`config.mk`:
```
export PLATFORM = sky130hd
export DESIGN_NAME = string_token_lexer_top_flat
export DESIGN_NICKNAME = d
export VERILOG_FILES = /design/src/rtl/core/stl_pkg.sv /design/src/rtl/core/stl_if.sv /design/src/rtl/core/stl_lex_core.sv /design/src/rtl/core/stl_rsp_queue.sv /design/src/rtl/core/string_token_lexer_top.sv /design/src/flat_wrapper.sv
export SDC_FILE = /design/constraint.sdc
export NUM_CORES = 1
export LEC_CHECK = 0
export BUFFER_PORTS_ARGS = -buffer_cell sky130_fd_sc_hd__buf_2
export CORE_MARGIN = 2
export CORE_UTILIZATION = 25
export DETAILED_ROUTE_END_ITERATION = 10
export GPL_ROUTABILITY_DRIVEN = 0
export PLACE_DENSITY_LB_ADDON = 0.05
export RECOVER_POWER = 25
export SLEW_MARGIN = 20
export SYNTH_ARGS = -nofsm -noshare
export SYNTH_HDL_FRONTEND = slang
export SYNTH_SLANG_ARGS = --single-unit
```
`constraint.sdc`:
```
create_clock -name clock -period 13.9 [get_ports clock]
set_input_delay 0.695 -clock clock [delete_from_list [all_inputs] [get_ports clock]]
set_output_delay 0.695 -clock clock [all_outputs]
set_load 0.005 [all_outputs]
```
`src/rtl/core/stl_pkg.sv`:
```
// Shared types and constants of the string token lexer.
package stl_pkg;

   localparam int POS_BITS_DEFAULT = 16;
   localparam int OUT_POS_BITS     = 16;
   localparam int MAX_RESULTS      = 3;
   localparam int QUEUE_DEPTH      = 4;

   localparam logic [7:0] CHAR_NUL       = 8'h00;
   localparam logic [7:0] CHAR_TAB       = 8'h09;
   localparam logic [7:0] CHAR_LF        = 8'h0A;
   localparam logic [7:0] CHAR_CR        = 8'h0D;
   localparam logic [7:0] CHAR_SPACE     = 8'h20;
   localparam logic [7:0] CHAR_QUOTE     = 8'h22;
   localparam logic [7:0] CHAR_HASH      = 8'h23;
   localparam logic [7:0] CHAR_BACKSLASH = 8'h5C;

   typedef enum logic [1:0] {
      KIND_BYTE = 2'd0,
      KIND_STR_END = 2'd1,
      KIND_EOI = 2'd2,
      KIND_ERROR = 2'd3
   } kind_type;

   typedef enum logic [2:0] {
      ERR_NONE = 3'd0,
      ERR_BAD_ESCAPE = 3'd1,
      ERR_BAD_HEX = 3'd2,
      ERR_BAD_UNICODE = 3'd3,
      ERR_UNEXPECTED = 3'd4,
      ERR_UNTERMINATED = 3'd5
   } err_type;

   typedef struct packed {
      kind_type    kind;
      logic [7:0]  data;
      err_type     err;
      logic [15:0] line_no;
      logic [15:0] col_no;
      logic        last;
   } result_type;

   typedef struct packed {
      logic [1:0]                   count;
      result_type [MAX_RESULTS-1:0] res;
   } step_out_type;

endpackage

```
`src/rtl/core/stl_if.sv`:
```
// Handshake channels for source words and result words.
interface stl_req_if;
   logic       valid;
   logic       ready;
   logic [7:0] in_byte;
   modport source (output valid, output in_byte, input ready);
   modport sink (input valid, input in_byte, output ready);
endinterface

interface stl_rsp_if;
   logic        valid;
   logic        ready;
   logic [1:0]  out_kind;
   logic [7:0]  out_byte;
   logic [2:0]  error_code;
   logic [15:0] line_no;
   logic [15:0] col_no;
   logic        last;
   modport source (output valid, output out_kind, output out_byte, output error_code,
                   output line_no, output col_no, output last, input ready);
   modport sink (input valid, input out_kind, input out_byte, input error_code,
                 input line_no, input col_no, input last, output ready);
endinterface

```
`src/rtl/core/stl_lex_core.sv`:
```
// Lexer state and the combinational decode of one source word.
module stl_lex_core import stl_pkg::*; #(
   parameter int POS_BITS = POS_BITS_DEFAULT
) (
   input  logic         clock,
   input  logic         reset,
   input  logic         step,
   input  logic [7:0]   in_byte,
   output step_out_type step_out
);

   typedef enum logic [2:0] {
      MODE_IDLE = 3'd0,
      MODE_COMMENT = 3'd1,
      MODE_STRING = 3'd2,
      MODE_ESCAPE = 3'd3,
      MODE_HEX = 3'd4
   } mode_type;

   mode_type            mode_ff, mode_in;
   logic [1:0]          hex_count_ff, hex_count_in;
   logic [15:0]         code_acc_ff, code_acc_in;
   logic [POS_BITS-1:0] line_ff, line_in;
   logic [POS_BITS-1:0] col_ff, col_in;
   logic                halted_ff, halted_in;

   logic [POS_BITS-1:0] cur_line, cur_col;
   logic [15:0]         cur_line16, cur_col16;
   logic [15:0]         acc_next;
   logic [3:0]          hex_digit;
   logic                hex_ok;
   logic [1:0]          n;
   kind_type            kinds [MAX_RESULTS];
   logic [7:0]          bytes [MAX_RESULTS];
   err_type             errs [MAX_RESULTS];

   // clip position to the 16-bit report width
   generate
      if (POS_BITS > OUT_POS_BITS) begin : g_clip
         assign cur_line16 = (|cur_line[POS_BITS-1:OUT_POS_BITS]) ? 16'hFFFF
                                                                   : cur_line[15:0];
         assign cur_col16  = (|cur_col[POS_BITS-1:OUT_POS_BITS]) ? 16'hFFFF
                                                                 : cur_col[15:0];
      end else begin : g_ext
         assign cur_line16 = OUT_POS_BITS'(cur_line);
         assign cur_col16  = OUT_POS_BITS'(cur_col);
      end
   endgenerate

   always_comb begin
      hex_ok    = 1'b1;
      hex_digit = 4'd0;
      case (in_byte) inside
         ["0":"9"]: hex_digit = 4'(in_byte - 8'h30);
         ["A":"F"]: hex_digit = 4'(in_byte - 8'h37);
         ["a":"f"]: hex_digit = 4'(in_byte - 8'h57);
         default:   hex_ok = 1'b0;
      endcase
   end

   assign acc_next = {code_acc_ff[11:0], hex_digit};

   always_comb begin
      mode_in      = mode_ff;
      hex_count_in = hex_count_ff;
      code_acc_in  = code_acc_ff;
      line_in      = line_ff;
      col_in       = col_ff;
      halted_in    = halted_ff;
      cur_line     = line_ff;
      cur_col      = col_ff;
      n            = 2'd0;
      for (int i = 0; i < MAX_RESULTS; i++) begin
         kinds[i] = KIND_BYTE;
         bytes[i] = 8'h00;
         errs[i]  = ERR_NONE;
      end

      if (!halted_ff && in_byte != CHAR_CR) begin
         // position of this word
         if (in_byte == CHAR_LF) begin
            line_in  = (line_ff == '1) ? line_ff : line_ff + 1'b1;
            cur_line = line_in;
            cur_col  = '0;
            col_in   = POS_BITS'(1);
         end else if (in_byte != CHAR_NUL) begin
            col_in = (col_ff == '1) ? col_ff : col_ff + 1'b1;
         end

         case (mode_ff)
            MODE_COMMENT: begin
               if (in_byte == CHAR_NUL) begin
                  mode_in  = MODE_IDLE;
                  n        = 2'd1;
                  kinds[0] = KIND_EOI;
               end else if (in_byte == CHAR_LF) begin
                  mode_in = MODE_IDLE;
               end
            end
            MODE_STRING: begin
               if (in_byte == CHAR_NUL) begin
                  n        = 2'd1;
                  kinds[0] = KIND_ERROR;
                  errs[0]  = ERR_UNTERMINATED;
               end else if (in_byte == CHAR_QUOTE) begin
                  mode_in  = MODE_IDLE;
                  n        = 2'd1;
                  kinds[0] = KIND_STR_END;
               end else if (in_byte == CHAR_BACKSLASH) begin
                  mode_in = MODE_ESCAPE;
               end else begin
                  n        = 2'd1;
                  bytes[0] = in_byte;
               end
            end
            MODE_ESCAPE: begin
               mode_in = MODE_STRING;
               n       = 2'd1;
               case (in_byte)
                  CHAR_NUL: begin
                     kinds[0] = KIND_ERROR;
                     errs[0]  = ERR_UNTERMINATED;
                  end
                  CHAR_QUOTE:     bytes[0] = CHAR_QUOTE;
                  "b":            bytes[0] = 8'h08;
                  "f":            bytes[0] = 8'h0C;
                  "n":            bytes[0] = 8'h0A;
                  "r":            bytes[0] = 8'h0D;
                  "t":            bytes[0] = 8'h09;
                  CHAR_BACKSLASH: bytes[0] = CHAR_BACKSLASH;
                  "u": begin
                     mode_in      = MODE_HEX;
                     hex_count_in = 2'd0;
                     code_acc_in  = 16'h0000;
                     n            = 2'd0;
                  end
                  default: begin
                     kinds[0] = KIND_ERROR;
                     errs[0]  = ERR_BAD_ESCAPE;
                  end
               endcase
            end
            MODE_HEX: begin
               if (in_byte == CHAR_NUL) begin
                  n        = 2'd1;
                  kinds[0] = KIND_ERROR;
                  errs[0]  = ERR_UNTERMINATED;
               end else if (!hex_ok) begin
                  n        = 2'd1;
                  kinds[0] = KIND_ERROR;
                  errs[0]  = ERR_BAD_HEX;
               end else if (hex_count_ff != 2'd3) begin
                  code_acc_in  = acc_next;
                  hex_count_in = hex_count_ff + 2'd1;
               end else begin
                  // fourth digit: encode the code point as UTF-8
                  hex_count_in = 2'd0;
                  code_acc_in  = 16'h0000;
                  mode_in      = MODE_STRING;
                  if (acc_next >= 16'hD800 && acc_next <= 16'hDFFF) begin
                     n        = 2'd1;
                     kinds[0] = KIND_ERROR;
                     errs[0]  = ERR_BAD_UNICODE;
                  end else if (acc_next < 16'h0080) begin
                     n        = 2'd1;
                     bytes[0] = acc_next[7:0];
                  end else if (acc_next < 16'h0800) begin
                     n        = 2'd2;
                     bytes[0] = {3'b110, acc_next[10:6]};
                     bytes[1] = {2'b10, acc_next[5:0]};
                  end else begin
                     n        = 2'd3;
                     bytes[0] = {4'b1110, acc_next[15:12]};
                     bytes[1] = {2'b10, acc_next[11:6]};
                     bytes[2] = {2'b10, acc_next[5:0]};
                  end
               end
            end
            default: begin
               mode_in = MODE_IDLE;
               if (in_byte == CHAR_SPACE || in_byte == CHAR_TAB || in_byte == CHAR_LF) begin
                  mode_in = MODE_IDLE;
               end else if (in_byte == CHAR_HASH) begin
                  mode_in = MODE_COMMENT;
               end else if (in_byte == CHAR_NUL) begin
                  n        = 2'd1;
                  kinds[0] = KIND_EOI;
               end else if (in_byte == CHAR_QUOTE) begin
                  mode_in = MODE_STRING;
               end else begin
                  n        = 2'd1;
                  kinds[0] = KIND_ERROR;
                  errs[0]  = ERR_UNEXPECTED;
               end
            end
         endcase

         // any error halts and drops back to idle
         if (n != 2'd0 && kinds[0] == KIND_ERROR) begin
            halted_in    = 1'b1;
            mode_in      = MODE_IDLE;
            hex_count_in = 2'd0;
            code_acc_in  = 16'h0000;
         end
      end
   end

   always_comb begin
      step_out.count = n;
      for (int i = 0; i < MAX_RESULTS; i++) begin
         step_out.res[i].kind    = kinds[i];
         step_out.res[i].data    = bytes[i];
         step_out.res[i].err     = errs[i];
         step_out.res[i].line_no = cur_line16;
         step_out.res[i].col_no  = cur_col16;
         step_out.res[i].last    = (2'(i + 1) == n);
      end
   end

   always_ff @(posedge clock) begin
      if (reset) begin
         mode_ff      <= MODE_IDLE;
         hex_count_ff <= 2'd0;
         code_acc_ff  <= 16'h0000;
         line_ff      <= POS_BITS'(1);
         col_ff       <= POS_BITS'(1);
         halted_ff    <= 1'b0;
      end else if (step) begin
         mode_ff      <= mode_in;
         hex_count_ff <= hex_count_in;
         code_acc_ff  <= code_acc_in;
         line_ff      <= line_in;
         col_ff       <= col_in;
         halted_ff    <= halted_in;
      end
   end

endmodule

```
`src/rtl/core/stl_rsp_queue.sv`:
```
// Result queue: takes up to three words per cycle, hands out one.
module stl_rsp_queue import stl_pkg::*; (
   input  logic         clock,
   input  logic         reset,
   input  logic         push,
   input  step_out_type push_data,
   output logic         room,
   output logic         head_valid,
   input  logic         head_ready,
   output result_type   head
);

   result_type q_ff [QUEUE_DEPTH];
   result_type q_in [QUEUE_DEPTH];
   logic [2:0] count_ff, count_in;
   logic [2:0] base;
   logic [2:0] slot;
   logic [2:0] push_n;
   logic       pop;

   // room for a full burst of results on top of one waiting word
   assign room       = (count_ff <= 3'd1);
   assign head_valid = (count_ff != 3'd0);
   assign head       = q_ff[0];

   always_comb begin
      pop    = head_valid && head_ready;
      push_n = push ? {1'b0, push_data.count} : 3'd0;
      base   = pop ? count_ff - 3'd1 : count_ff;
      // advance the line on a pop
      for (int i = 0; i < QUEUE_DEPTH - 1; i++) begin
         q_in[i] = pop ? q_ff[i+1] : q_ff[i];
      end
      q_in[QUEUE_DEPTH-1] = q_ff[QUEUE_DEPTH-1];
      // append new words behind the ones still waiting
      for (int i = 0; i < QUEUE_DEPTH; i++) begin
         slot = 3'(i) - base;
         if (3'(i) >= base && slot < push_n) begin
            q_in[i] = push_data.res[slot[1:0]];
         end
      end
      count_in = base + push_n;
   end

   always_ff @(posedge clock) begin
      if (reset) begin
         count_ff <= 3'd0;
      end else begin
         count_ff <= count_in;
      end
   end

   always_ff @(posedge clock) begin
      q_ff <= q_in;
   end

endmodule

```
`src/rtl/core/string_token_lexer_top.sv`:
```
// Top level of the string token lexer: source words in, token words out.
//
// Channels: req carries one source byte per word (zero marks end of
// source); rsp carries result words of kind string byte, string end,
// end of input or error, each with the line and column of the byte that
// caused it and a last flag on the final word of that byte.
// Output: result words are registered in the queue when their byte is
// taken. Throughput: one byte per cycle while each byte yields at most
// one word and rsp is ready; a closing \u digit yielding two or three
// UTF-8 bytes holds req low while the queue drains. The rate is set by the
// four-entry result queue, which takes a byte while at most one word waits.
// Reset: the lexer returns to idle at line 1, column 1 with no error,
// and the result queue is emptied.
// Stall: when rsp is held off, waiting words stay in the queue and req
// drops once the queue could not take another full burst.
// After an error, every byte is taken and dropped until reset.
module string_token_lexer_top import stl_pkg::*; #(
   parameter int POS_BITS = POS_BITS_DEFAULT
) (
   input logic         clock,
   input logic         reset,
   stl_req_if.sink     req_if,
   stl_rsp_if.source   rsp_if
);

   step_out_type step_out;
   result_type   head;
   logic         room;
   logic         take;

   assign req_if.ready = room;
   assign take         = req_if.valid && room;

   // decode the byte and advance lexer state on acceptance
   stl_lex_core #(
      .POS_BITS (POS_BITS)
   ) u_core (
      .clock    (clock),
      .reset    (reset),
      .step     (take),
      .in_byte  (req_if.in_byte),
      .step_out (step_out)
   );

   // hold results until the receiver takes them
   stl_rsp_queue u_queue (
      .clock      (clock),
      .reset      (reset),
      .push       (take),
      .push_data  (step_out),
      .room       (room),
      .head_valid (rsp_if.valid),
      .head_ready (rsp_if.ready),
      .head       (head)
   );

   assign rsp_if.out_kind   = head.kind;
   assign rsp_if.out_byte   = head.data;
   assign rsp_if.error_code = head.err;
   assign rsp_if.line_no    = head.line_no;
   assign rsp_if.col_no     = head.col_no;
   assign rsp_if.last       = head.last;

endmodule
```
`src/flat_wrapper.sv`:
```
// flat-port wrapper written by rule: the top's interface ports become plain ports
module string_token_lexer_top_flat import stl_pkg::*;
#(
   parameter int POS_BITS = POS_BITS_DEFAULT
)
  (clock, reset, req_if_valid, req_if_in_byte, req_if_ready, rsp_if_valid, rsp_if_out_kind, rsp_if_out_byte, rsp_if_error_code, rsp_if_line_no, rsp_if_col_no, rsp_if_last, rsp_if_ready);
  stl_req_if req_if_i ();
  stl_rsp_if rsp_if_i ();
  input logic clock;
  input logic reset;
  input wire logic [$bits(req_if_i.valid)-1:0] req_if_valid;
  input wire logic [$bits(req_if_i.in_byte)-1:0] req_if_in_byte;
  output wire logic [$bits(req_if_i.ready)-1:0] req_if_ready;
  output wire logic [$bits(rsp_if_i.valid)-1:0] rsp_if_valid;
  output wire logic [$bits(rsp_if_i.out_kind)-1:0] rsp_if_out_kind;
  output wire logic [$bits(rsp_if_i.out_byte)-1:0] rsp_if_out_byte;
  output wire logic [$bits(rsp_if_i.error_code)-1:0] rsp_if_error_code;
  output wire logic [$bits(rsp_if_i.line_no)-1:0] rsp_if_line_no;
  output wire logic [$bits(rsp_if_i.col_no)-1:0] rsp_if_col_no;
  output wire logic [$bits(rsp_if_i.last)-1:0] rsp_if_last;
  input wire logic [$bits(rsp_if_i.ready)-1:0] rsp_if_ready;
  assign req_if_i.valid = req_if_valid;
  assign req_if_i.in_byte = req_if_in_byte;
  assign req_if_ready = req_if_i.ready;
  assign rsp_if_valid = rsp_if_i.valid;
  assign rsp_if_out_kind = rsp_if_i.out_kind;
  assign rsp_if_out_byte = rsp_if_i.out_byte;
  assign rsp_if_error_code = rsp_if_i.error_code;
  assign rsp_if_line_no = rsp_if_i.line_no;
  assign rsp_if_col_no = rsp_if_i.col_no;
  assign rsp_if_last = rsp_if_i.last;
  assign rsp_if_i.ready = rsp_if_ready;
  string_token_lexer_top #(.POS_BITS(POS_BITS)) u_core (.clock(clock), .reset(reset), .req_if(req_if_i), .rsp_if(rsp_if_i));
endmodule
```
==> flow_metrics.py, run 1 <==
metrics = {
    "timing": {
        "clock_skew_ns": 0.00883,
        "tightest_slew_ns": 1.76,
        "fmax_ghz": 0.174,
        "finalSetupTns_ns": 0,
        "hold_violations": 0,
        "period_needed_ns": 5.76,
        "setup_viol": 0,
        "drv_slew": 33,
        "rsz0062_at_grt": "no",
        "slew-limit-headroom": -0.172,
        "fin_crit_sh": 0.414,
    },
    "logic_synthesis": {
        "syn_nets": 1252,
        "yosysWarningCount": 0,
        "seq_area_frac_synth": 0.538,
        "netlist_instances": 1216,
        "syn_area_sq_um": 12200,
        "ys_top_cells_by_area": "edfxtp_1 (45%), dfxtp_1 (8.7%), nand2_1 (5.9%), o21ai_0 (4.3%), nor2_1 (3.5%)",
        "synth_seq_cells": 237,
        "synth_edf_count": 184,
        "yosys.cell_count.top_type": "nand2_1",
        "syn_area_per_cell_sq_um": 10.1,
        "synth_top_area_frac": 0.451,
        "async_reset_ff_frac": 0,
        "synthTopCellsByCount": "nand2_1 (191), edfxtp_1 (184), nor2_1 (115), o21ai_0 (106), clkbuf_1 (62)",
        "synth_top_area_cell": "edfxtp_1",
        "ys.flop_type": "edfxtp_1",
        "yosys.cell_types.count": 82,
    },
    "clocking": {
        "hold_buffers": 0,
        "cts_sinks": 237,
        "post_cts_buffers": 0,
        "clockBufferDepth": 3,
        "cts_resized": 0,
        "tritoncts": "yes",
        "root_buffer": "clkbuf_16",
        "clkSlewWorstSetupHoldPaths_ns": 0.06,
        "clkLatencyLatePin_ns": 0.58,
        "htree_levels": 1,
        "cts-buffers-inserted": 29,
    },
    "critical_path": {
        "required_ns": 14.15,
        "worstSetupStartpointType": "register",
        "cp-end-kind": "register",
        "reg2reg_from": "u_core.u_queue.count_ff[0]",
        "cpMostUsedCell": "ha_1",
        "crit_chain": "inv_1 > ha_1 > nand2b_1 > nand2_1 > o21ai_0 > clkbuf_1 > ha_1 > clkinv_1 > ha_1 > a21oi_1 > o311ai_2 > buf_4 > nand2_2 > buf_4",
        "reg2reg_depth": 14,
        "endpoint": "u_core.u_queue.q_ff[87]",
        "rrSetupSlack_ns": 8.14,
        "crit_type": "reg -> reg",
        "crit_path_top_delay_cell": "clkbuf_1",
        "crit_path_start": "u_core.u_queue.count_ff[0]",
        "critPathArrivalTime_ns": 6.00,
        "critPathMaxFanout": 24,
        "crit_path_max_incr_delay_ns": 0.87,
        "timing.rr.end": "u_core.u_queue.q_ff[87]",
    },
    "floorplan": {
        "rows": 81,
        "start_util": 0.252,
        "die_h_um": 225,
        "die-area_sq_um": 50700,
        "die_w_um": 225,
        "core_area_sq_um": 48600,
        "io_pins": 60,
    },
    "place": {
        "place.port_buffers": 59,
        "dp_hpwl_mm": 26.1,
        "place_inst": 1800,
        "postPlaceCellArea_sq_um": 12900,
    },
    "routing": {
        "avgRoutedWirePerCell_um": 20.5,
        "vias": 9135,
        "drc_errors": 0,
        "dr.first_iter.drc_count": 783,
        "viasPerCell": 4.93,
        "ant_nets": 0,
        "wirelength_mm": 38.0,
        "first_pass_iters": 5,
    },
    "power_and_ir_drop": {
        "power_switching_mw": 1.49,
        "ir_drop_uv": 125,
        "clkPwrFrac": 0.200,
        "fin_total_pwr_mw": 3.57,
        "p_comb_frac": 0.412,
        "p_sw_frac": 0.416,
        "intPower_mw": 2.09,
        "seqPwrFrac": 0.388,
        "p_leak_nw": 4.72,
        "power.density_nw_per_um2": 261,
    },
    "finish": {
        "fillers": 5114,
        "multi_input_area_sq_um": 4970,
        "utilization": 0.281,
        "fin_nets": 1245,
        "final_cells": 1854,
        "finish.instance_area_sq_um": 13700,
        "syn_to_final_growth_pct": 11.8,
        "drive_above_1_share": 0.0853,
        "regArea_sq_um": 6590,
    },
    "hold_path": {
        "hold_class": "reg -> reg",
    },
    "global_route": {
        "antenna_found_initial": 3,
        "grt_usage": 0.150,
        "grt_pass1_vias": 9147,
        "grt_max_degree": 56,
        "grt_first_pass_wirelength_mm": 58.2,
        "grt-ovfl-total": 0,
    },
    "outcome": {
        "failed_checks": "capacitance limit, slew limit",
        "status": "complete, but fails checks",
    },
    "flow_run": {
        "max_cap_viol_count": 1,
    },
}
[cell usage in the layout, fill, tap and decap left out, types with 7 or more instances in the layout]
master	n
a32oi_1	7
xor2_1	16
nor3_1	31
dfxtp_1	53
inv_1	23
mux2i_1	10
and3_1	12
a21oi_1	26
o21ai_0	107
clkbuf_16	29
a32o_1	12
clkinv_1	10
buf_2	24
nand3_1	33
xnor2_1	20
clkbuf_1	42
ha_1	23
buf_4	15
a31oi_1	11
nor4_1	13
clkinv_2	7
nor2_1	114
a22oi_1	12
or3_1	11
edfxtp_1	184
nand4_1	13
a22o_1	25
o31ai_1	8
nand2_1	188
[layout make-up]
type	instances	share of cell area
Tap cell	622	0.0569
Multi-Input combinational cell	839	0.363
Sequential cell	237	0.481
Antenna cell	1	0.000183
Clock inverter	20	0.00988
Clock buffer	33	0.0541
Inverter	24	0.00658
Timing Repair Buffer	78	0.0278
[state kept, by name (all words and copies together), names as in the netlist]
register	count
u_core.u_core.hex_count_ff	2
u_core.u_core.col_ff	16
u_core.u_queue.head	46
u_core.u_core.halted_ff	1
u_core.u_core.mode_ff	3
u_core.u_core.line_ff	16
u_core.u_queue.count_ff	3
u_core.u_core.code_acc_ff	12
u_core.u_queue.q_ff	138
[power by group through the flow]
stage	registers, mW	clock network, mW	logic, mW
3_5_place_dp	1.40	0	1.54
3_3_place_gp	1.40	0	1.54
6_report	1.38	0.714	1.47
2_1_floorplan	1.40	0	1.01
5_1_grt	1.41	0.767	1.67
4_1_cts	1.39	0.740	1.54
[metal layers]
layer | routed length (um) | part of all wire | up-vias | GRT usage
met5 | 16 | 0.00042 | - | 0
met4 | 610 | 0.016 | 2 | 0.0352
met3 | 1710 | 0.045 | 37 | 0.0241
met2 | 16700 | 0.44 | 201 | 0.227
met1 | 19000 | 0.50 | 4447 | 0.223
li1 | - | - | 4448 | -
[per-stage QoR]
stage | hold slack (ns) | worst slack (ns)
after floorplan | 0.436 | 7.38
after global placement | 0.458 | 8.34
after detailed placement | 0.455 | 8.18
after CTS | 0.473 | 8.63
after global routing | 0.492 | 7.71
final | 0.468 | 8.14
[worst min path at each step]
stage | cells after the start | slack (ns) | startpoint | to
after floorplan | 1 | 0.44 | u_core.u_core.hex_count_ff[1] | u_core.u_core.hex_count_ff[1]
after global placement | 1 | 0.46 | u_core.u_core.hex_count_ff[1] | u_core.u_core.hex_count_ff[1]
after detailed placement | 1 | 0.46 | u_core.u_core.hex_count_ff[1] | u_core.u_core.hex_count_ff[1]
after CTS | 1 | 0.47 | u_core.u_core.hex_count_ff[1] | u_core.u_core.hex_count_ff[1]
after global routing | 1 | 0.49 | u_core.u_core.hex_count_ff[1] | u_core.u_core.hex_count_ff[1]
final | 1 | 0.47 | u_core.u_core.hex_count_ff[1] | u_core.u_core.hex_count_ff[1]
[critical path: cells and delay by family (launching register included)]
family	cells	cell delay [ns]
buffers and inverters	5	2.21
flip-flops	1	0.36
adder cells (fa/ha/maj)	3	1.36
AND/OR/NAND/NOR	3	0.90
AO/OA/AOI/OAI	3	0.53
[logic make-up (layout without fill, tap and decap cells)]
logic type | count (synthesis) | after routing | share of synthesized area
other cells | 0 | 1 | 0
xor+xnor | 36 | 36 | 0.0258
compound gates | 285 | 285 | 0.159
mux | 13 | 13 | 0.0109
flops | 237 | 237 | 0.538
simple gates | 481 | 481 | 0.184
buf+inv | 140 | 155 | 0.0571
fa+ha+maj | 24 | 24 | 0.0251
Power figures use the tool's default switching activity.
==> run 2: changes to the inputs <==
Clock period 13.9 ns to 5.3 ns, I/O delays scaled along.
==> flow_metrics.py, run 2 (synthesis gave the netlist of run 1 again) <==
metrics = {
    "clocking": {
        "htree_levels": 1,
        "hold_buffers": 0,
        "tritoncts": "yes",
        "cts-buffers-inserted": 28,
        "clkLatencyLatePin_ns": 0.58,
        "cts_resized": 0,
        "cts_sinks": 237,
        "clkSlewWorstSetupHoldPaths_ns": 0.06,
        "post_cts_buffers": 0,
        "root_buffer": "clkbuf_16",
        "clockBufferDepth": 3,
    },
    "power_and_ir_drop": {
        "power.density_nw_per_um2": 690,
        "ir_drop_uv": 417,
        "fin_total_pwr_mw": 9.57,
        "p_leak_nw": 4.83,
    },
    "global_route": {
        "grt_max_degree": 33,
        "grt_pass1_vias": 9228,
        "grt-ovfl-total": 0,
        "grt_first_pass_wirelength_mm": 59.2,
        "grt_usage": 0.153,
        "antenna_found_initial": 2,
    },
    "critical_path": {
        "cpMostUsedCell": "ha_1",
        "path_delay_family": "simple AND/OR/NAND/NOR gates",
        "cp_num_buf_inv": 3,
        "critPathMaxFanout": 20,
        "worstSetupStartpointType": "register",
        "crit_chain": "inv_1 > ha_1 > nand2b_1 > nand2_1 > o21ai_2 > clkbuf_1 > inv_1 > ha_1 > ha_1 > or4_2 > nor3_1 > a22oi_1 > o31ai_1",
        "required_ns": 5.67,
        "cp-end-kind": "register",
        "crit_type": "reg -> reg",
        "crit_path_max_incr_delay_ns": 0.90,
        "crit_path_top_delay_cell": "or4_2",
        "critPathArrivalTime_ns": 5.21,
    },
    "routing": {
        "vias": 9276,
        "avgRoutedWirePerCell_um": 20.6,
        "drc_errors": 0,
        "ant_nets": 0,
        "viasPerCell": 4.96,
        "dr.first_iter.drc_count": 618,
        "first_pass_iters": 5,
        "wirelength_mm": 38.5,
    },
    "place": {
        "place.port_buffers": 59,
        "dp_hpwl_mm": 26.7,
    },
    "timing": {
        "tightest_slew_ns": 2.02,
        "fin_crit_sh": 0.912,
        "slew-limit-headroom": -0.346,
        "setup_viol": 0,
        "holdWs_ns": 0.211,
        "drv_slew": 33,
        "clock_skew_ns": 0.0130,
        "fmax_ghz": 0.207,
        "finalSetupTns_ns": 0,
        "rsz0062_at_grt": "no",
        "hold_violations": 0,
        "period_needed_ns": 4.84,
    },
    "finish": {
        "fin_nets": 1266,
        "largest_register_ffs": 138,
        "syn_to_final_growth_pct": 13.3,
        "regArea_sq_um": 6590,
        "fillers": 5147,
        "layout_common_cells": "nand2_1 (188), edfxtp_1 (184), nor2_1 (114)",
        "final_common_cell": "nand2_1",
        "multi_input_area_sq_um": 4980,
        "drive_above_1_share": 0.101,
        "utilization": 0.285,
        "regMostFlops": "u_core.u_queue.q_ff",
    },
    "floorplan": {
        "die_h_um": 225,
        "die-area_sq_um": 50700,
        "rows": 81,
        "start_util": 0.252,
        "core_area_sq_um": 48600,
        "io_pins": 60,
        "die_w_um": 225,
    },
    "outcome": {
        "failed_checks": "capacitance limit, slew limit",
        "status": "complete, but fails checks",
    },
    "flow_run": {
        "max_cap_viol_count": 1,
    },
    "hold_path": {
        "hold_class": "in -> reg",
    },
}
## run 2: cell types whose count changed in the layout (fill, tap and decap cells not counted), moves of 2 or more
cell / before / now
buf_4: 15 / 35
clkinv_2: 7 / 1
buf_2: 24 / 29
clkbuf_8: 0 / 3
clkinv_1: 10 / 7
o21ai_2: 1 / 3
## run 2: worst paths after layout
path                                 start                            end  slack (ns)  cells after the start
max             u_core.u_queue.count_ff[0]        u_core.u_queue.head[37]        0.46                     13
min                                  reset     u_core.u_queue.count_ff[1]        0.21                      2
max reg2reg     u_core.u_queue.count_ff[0]        u_core.u_queue.head[37]        0.46                     13
min reg2reg  u_core.u_core.hex_count_ff[1]  u_core.u_core.hex_count_ff[1]        0.48                      1
## run 2: worst reg2reg max path: cells and delay by family (launching register included)
| family | cells | cell delay [ns] |
|---|---|---|
| buffers and inverters | 3 | 1.07 |
| adder cells (fa/ha/maj) | 3 | 0.77 |
| flip-flops | 1 | 0.38 |
| AND/OR/NAND/NOR | 4 | 1.96 |
| AO/OA/AOI/OAI | 3 | 0.47 |
## run 2: layer usage
layer  track usage  vias to the layer above  routed length [um]
met5             0                        -                   0
met1         0.221                     4573               18700
met3        0.0211                       34                1760
met4        0.0338                        0                 551
li1              -                     4477                   -
met2         0.242                      192               17500
## run 2: power breakdown
| part | leakage (nW) | switching, mW | internal (mW) |
|---|---|---|---|
| registers | 2.18 | 0.219 | 3.42 |
| clock network | 0.419 | 0.796 | 1.06 |
| logic | 2.23 | 2.91 | 1.16 |
## run 2: cell type report
cell class,instances,area share
sequential,237,0.475
multi-input combinational,839,0.359
tap,622,0.0561
clock buffer,39,0.0557
timing repair buffer,100,0.0404
clock inverter,10,0.00695
inverter,24,0.00650
antenna,1,0.000180
## run 2: per-stage QoR
step	setup slack, ns	instance area (sq um)	instances
6_report	0.465	13900	1872
5_1_grt	0.0678	13900	1871
4_1_cts	0.451	13900	1871
3_5_place_dp	0.485	13100	1822
3_3_place_gp	0.726	13100	1822
2_1_floorplan	0.462	12200	1216
==> run 3: changes to the inputs <==
Settings changed: BUFFER_PORTS_ARGS -buffer_cell sky130_fd_sc_hd__buf_2 to -buffer_cell sky130_fd_sc_hd__clkbuf_2.
==> flow_metrics.py, run 3 (synthesis gave the netlist of run 1 again) <==
metrics = {
    "outcome": {
        "status": "complete, but fails checks",
        "failed_checks": "capacitance limit, slew limit",
    },
    "power_and_ir_drop": {
        "fin_total_pwr_mw": 9.68,
        "ir_drop_uv": 391,
        "p_leak_nw": 4.87,
        "power.density_nw_per_um2": 694,
    },
    "place": {
        "place.port_buffers": 59,
        "dp_hpwl_mm": 27.3,
    },
    "floorplan": {
        "io_pins": 60,
        "die-area_sq_um": 50700,
        "die_h_um": 225,
        "die_w_um": 225,
        "start_util": 0.252,
        "core_area_sq_um": 48600,
        "rows": 81,
    },
    "clocking": {
        "root_buffer": "clkbuf_16",
        "clkLatencyLatePin_ns": 0.57,
        "cts_resized": 0,
        "tritoncts": "yes",
        "post_cts_buffers": 0,
        "clkSlewWorstSetupHoldPaths_ns": 0.06,
        "htree_levels": 1,
        "cts_sinks": 237,
        "clockBufferDepth": 3,
        "hold_buffers": 0,
        "cts-buffers-inserted": 29,
    },
    "finish": {
        "syn_to_final_growth_pct": 13.9,
        "layout_common_cells": "nand2_1 (188), edfxtp_1 (184), nor2_1 (114)",
        "final_common_cell": "nand2_1",
        "regArea_sq_um": 6590,
        "fillers": 5138,
        "fin_nets": 1268,
        "regMostFlops": "u_core.u_queue.q_ff",
        "diodes": 0,
        "multi_input_area_sq_um": 4990,
        "largest_register_ffs": 138,
        "drive_above_1_share": 0.102,
    },
    "critical_path": {
        "cp-end-kind": "register",
        "cp_num_buf_inv": 0,
        "crit_path_top_delay_cell": "or4_2",
        "critPathMaxFanout": 19,
        "reg2reg_depth": 11,
        "path_delay_family": "simple AND/OR/NAND/NOR gates",
        "required_ns": 5.67,
        "rrSetupSlack_ns": 0.74,
        "crit_path_max_incr_delay_ns": 0.88,
        "crit_type": "reg -> reg",
        "timing.rr.end": "u_core.u_queue.head[37]",
        "worstSetupStartpointType": "register",
        "critPathArrivalTime_ns": 4.93,
        "reg2reg_from": "u_core.u_core.mode_ff[0]",
        "crit_chain": "or3b_2 > a21oi_1 > o211ai_1 > nor2_1 > nand2_1 > ha_1 > nor2b_1 > or4_2 > nor3_1 > a22oi_1 > o31ai_1",
    },
    "routing": {
        "ant_nets": 0,
        "viasPerCell": 5.00,
        "avgRoutedWirePerCell_um": 20.6,
        "vias": 9390,
        "dr.first_iter.drc_count": 638,
        "drc_errors": 0,
        "wirelength_mm": 38.7,
        "first_pass_iters": 7,
    },
    "timing": {
        "drv_slew": 33,
        "fmax_ghz": 0.219,
        "period_needed_ns": 4.56,
        "rsz0062_at_grt": "no",
        "slew-limit-headroom": -0.314,
        "fin_crit_sh": 0.860,
        "tightest_slew_ns": 1.97,
        "finalSetupTns_ns": 0,
        "clock_skew_ns": 0.00828,
        "setup_viol": 0,
        "hold_violations": 0,
    },
    "hold_path": {
        "hold_path_end": "u_core.u_core.line_ff[4]",
        "holdPathStages": 3,
        "hold_class": "in -> reg",
        "hold_start": "reset",
    },
    "flow_run": {
        "max_cap_viol_count": 1,
    },
    "global_route": {
        "grt_usage": 0.154,
        "grt_max_degree": 33,
        "grt-ovfl-total": 0,
        "grt_first_pass_wirelength_mm": 59.8,
        "grt_pass1_vias": 9344,
        "antenna_found_initial": 1,
    },
}
-- run 3: cell count changes in the layout (fill, tap and decap cells not counted), sizes merged --
cell      delta
inv          +1
clkbuf      +29
diode        -1
bufinv       +1
clkinv       -1
clkinvlp     +1
buf         -25
-- run 3: layer usage --
layer	GRT usage	part of all wire
met1	0.227	0.50
met2	0.242	0.45
met3	0.0185	0.038
met4	0.0344	0.016
met5	0	0
-- run 3: final cells by class --
type                       count  area share
clock buffer                  42      0.0577
inverter                      24     0.00646
tap                          622      0.0558
sequential                   237       0.472
clock inverter                12     0.00897
multi-input combinational    839       0.358
timing repair buffer         101      0.0413
-- run 3: how the worst max path moves through the flow --
stage	from	end	slack, ns	depth (start not counted)
after floorplan	u_core.u_queue.count_ff[0]	u_core.u_queue.head[0]	0.46	15
after global placement	req_if_in_byte[0]	u_core.u_queue.head[37]	0.66	14
after detailed placement	req_if_in_byte[0]	u_core.u_queue.head[37]	0.43	14
after CTS	u_core.u_queue.count_ff[1]	u_core.u_queue.head[37]	0.71	12
after global routing	u_core.u_core.mode_ff[0]	u_core.u_queue.head[37]	0.25	11
final	u_core.u_core.mode_ff[0]	u_core.u_queue.head[37]	0.74	11
-- run 3: worst reg2reg max path, cell delays in order, from the launching register on --
cell,delay (ns)
dfxtp_1,0.30
or3b_2,0.57
a21oi_1,0.43
o211ai_1,0.22
nor2_1,0.30
nand2_1,0.24
ha_1,0.34
nor2b_1,0.14
or4_2,0.88
nor3_1,0.67
a22oi_1,0.15
o31ai_1,0.13
-- run 3: stage by stage --
stage / hold WS [ns] / setup slack (ns) / cell area [sq um] / utilization / cells
2_1_floorplan: 0.436 / 0.462 / 12200 / - / 1216
3_3_place_gp: 0.454 / 0.664 / 13100 / 0.269 / 1822
3_5_place_dp: 0.460 / 0.429 / 13100 / 0.269 / 1822
4_1_cts: 0.172 / 0.706 / 14000 / 0.288 / 1876
5_1_grt: 0.188 / 0.247 / 13900 / 0.287 / 1877
6_report: 0.195 / 0.742 / 13900 / 0.287 / 1877
-- run 3: where the power goes --
group | internal, mW | switching, mW | total (mW)
clock | 1.15 | 0.805 | 1.96
combinational | 1.16 | 2.92 | 4.08
sequential | 3.42 | 0.218 | 3.64
total | 5.74 | 3.94 | 9.68
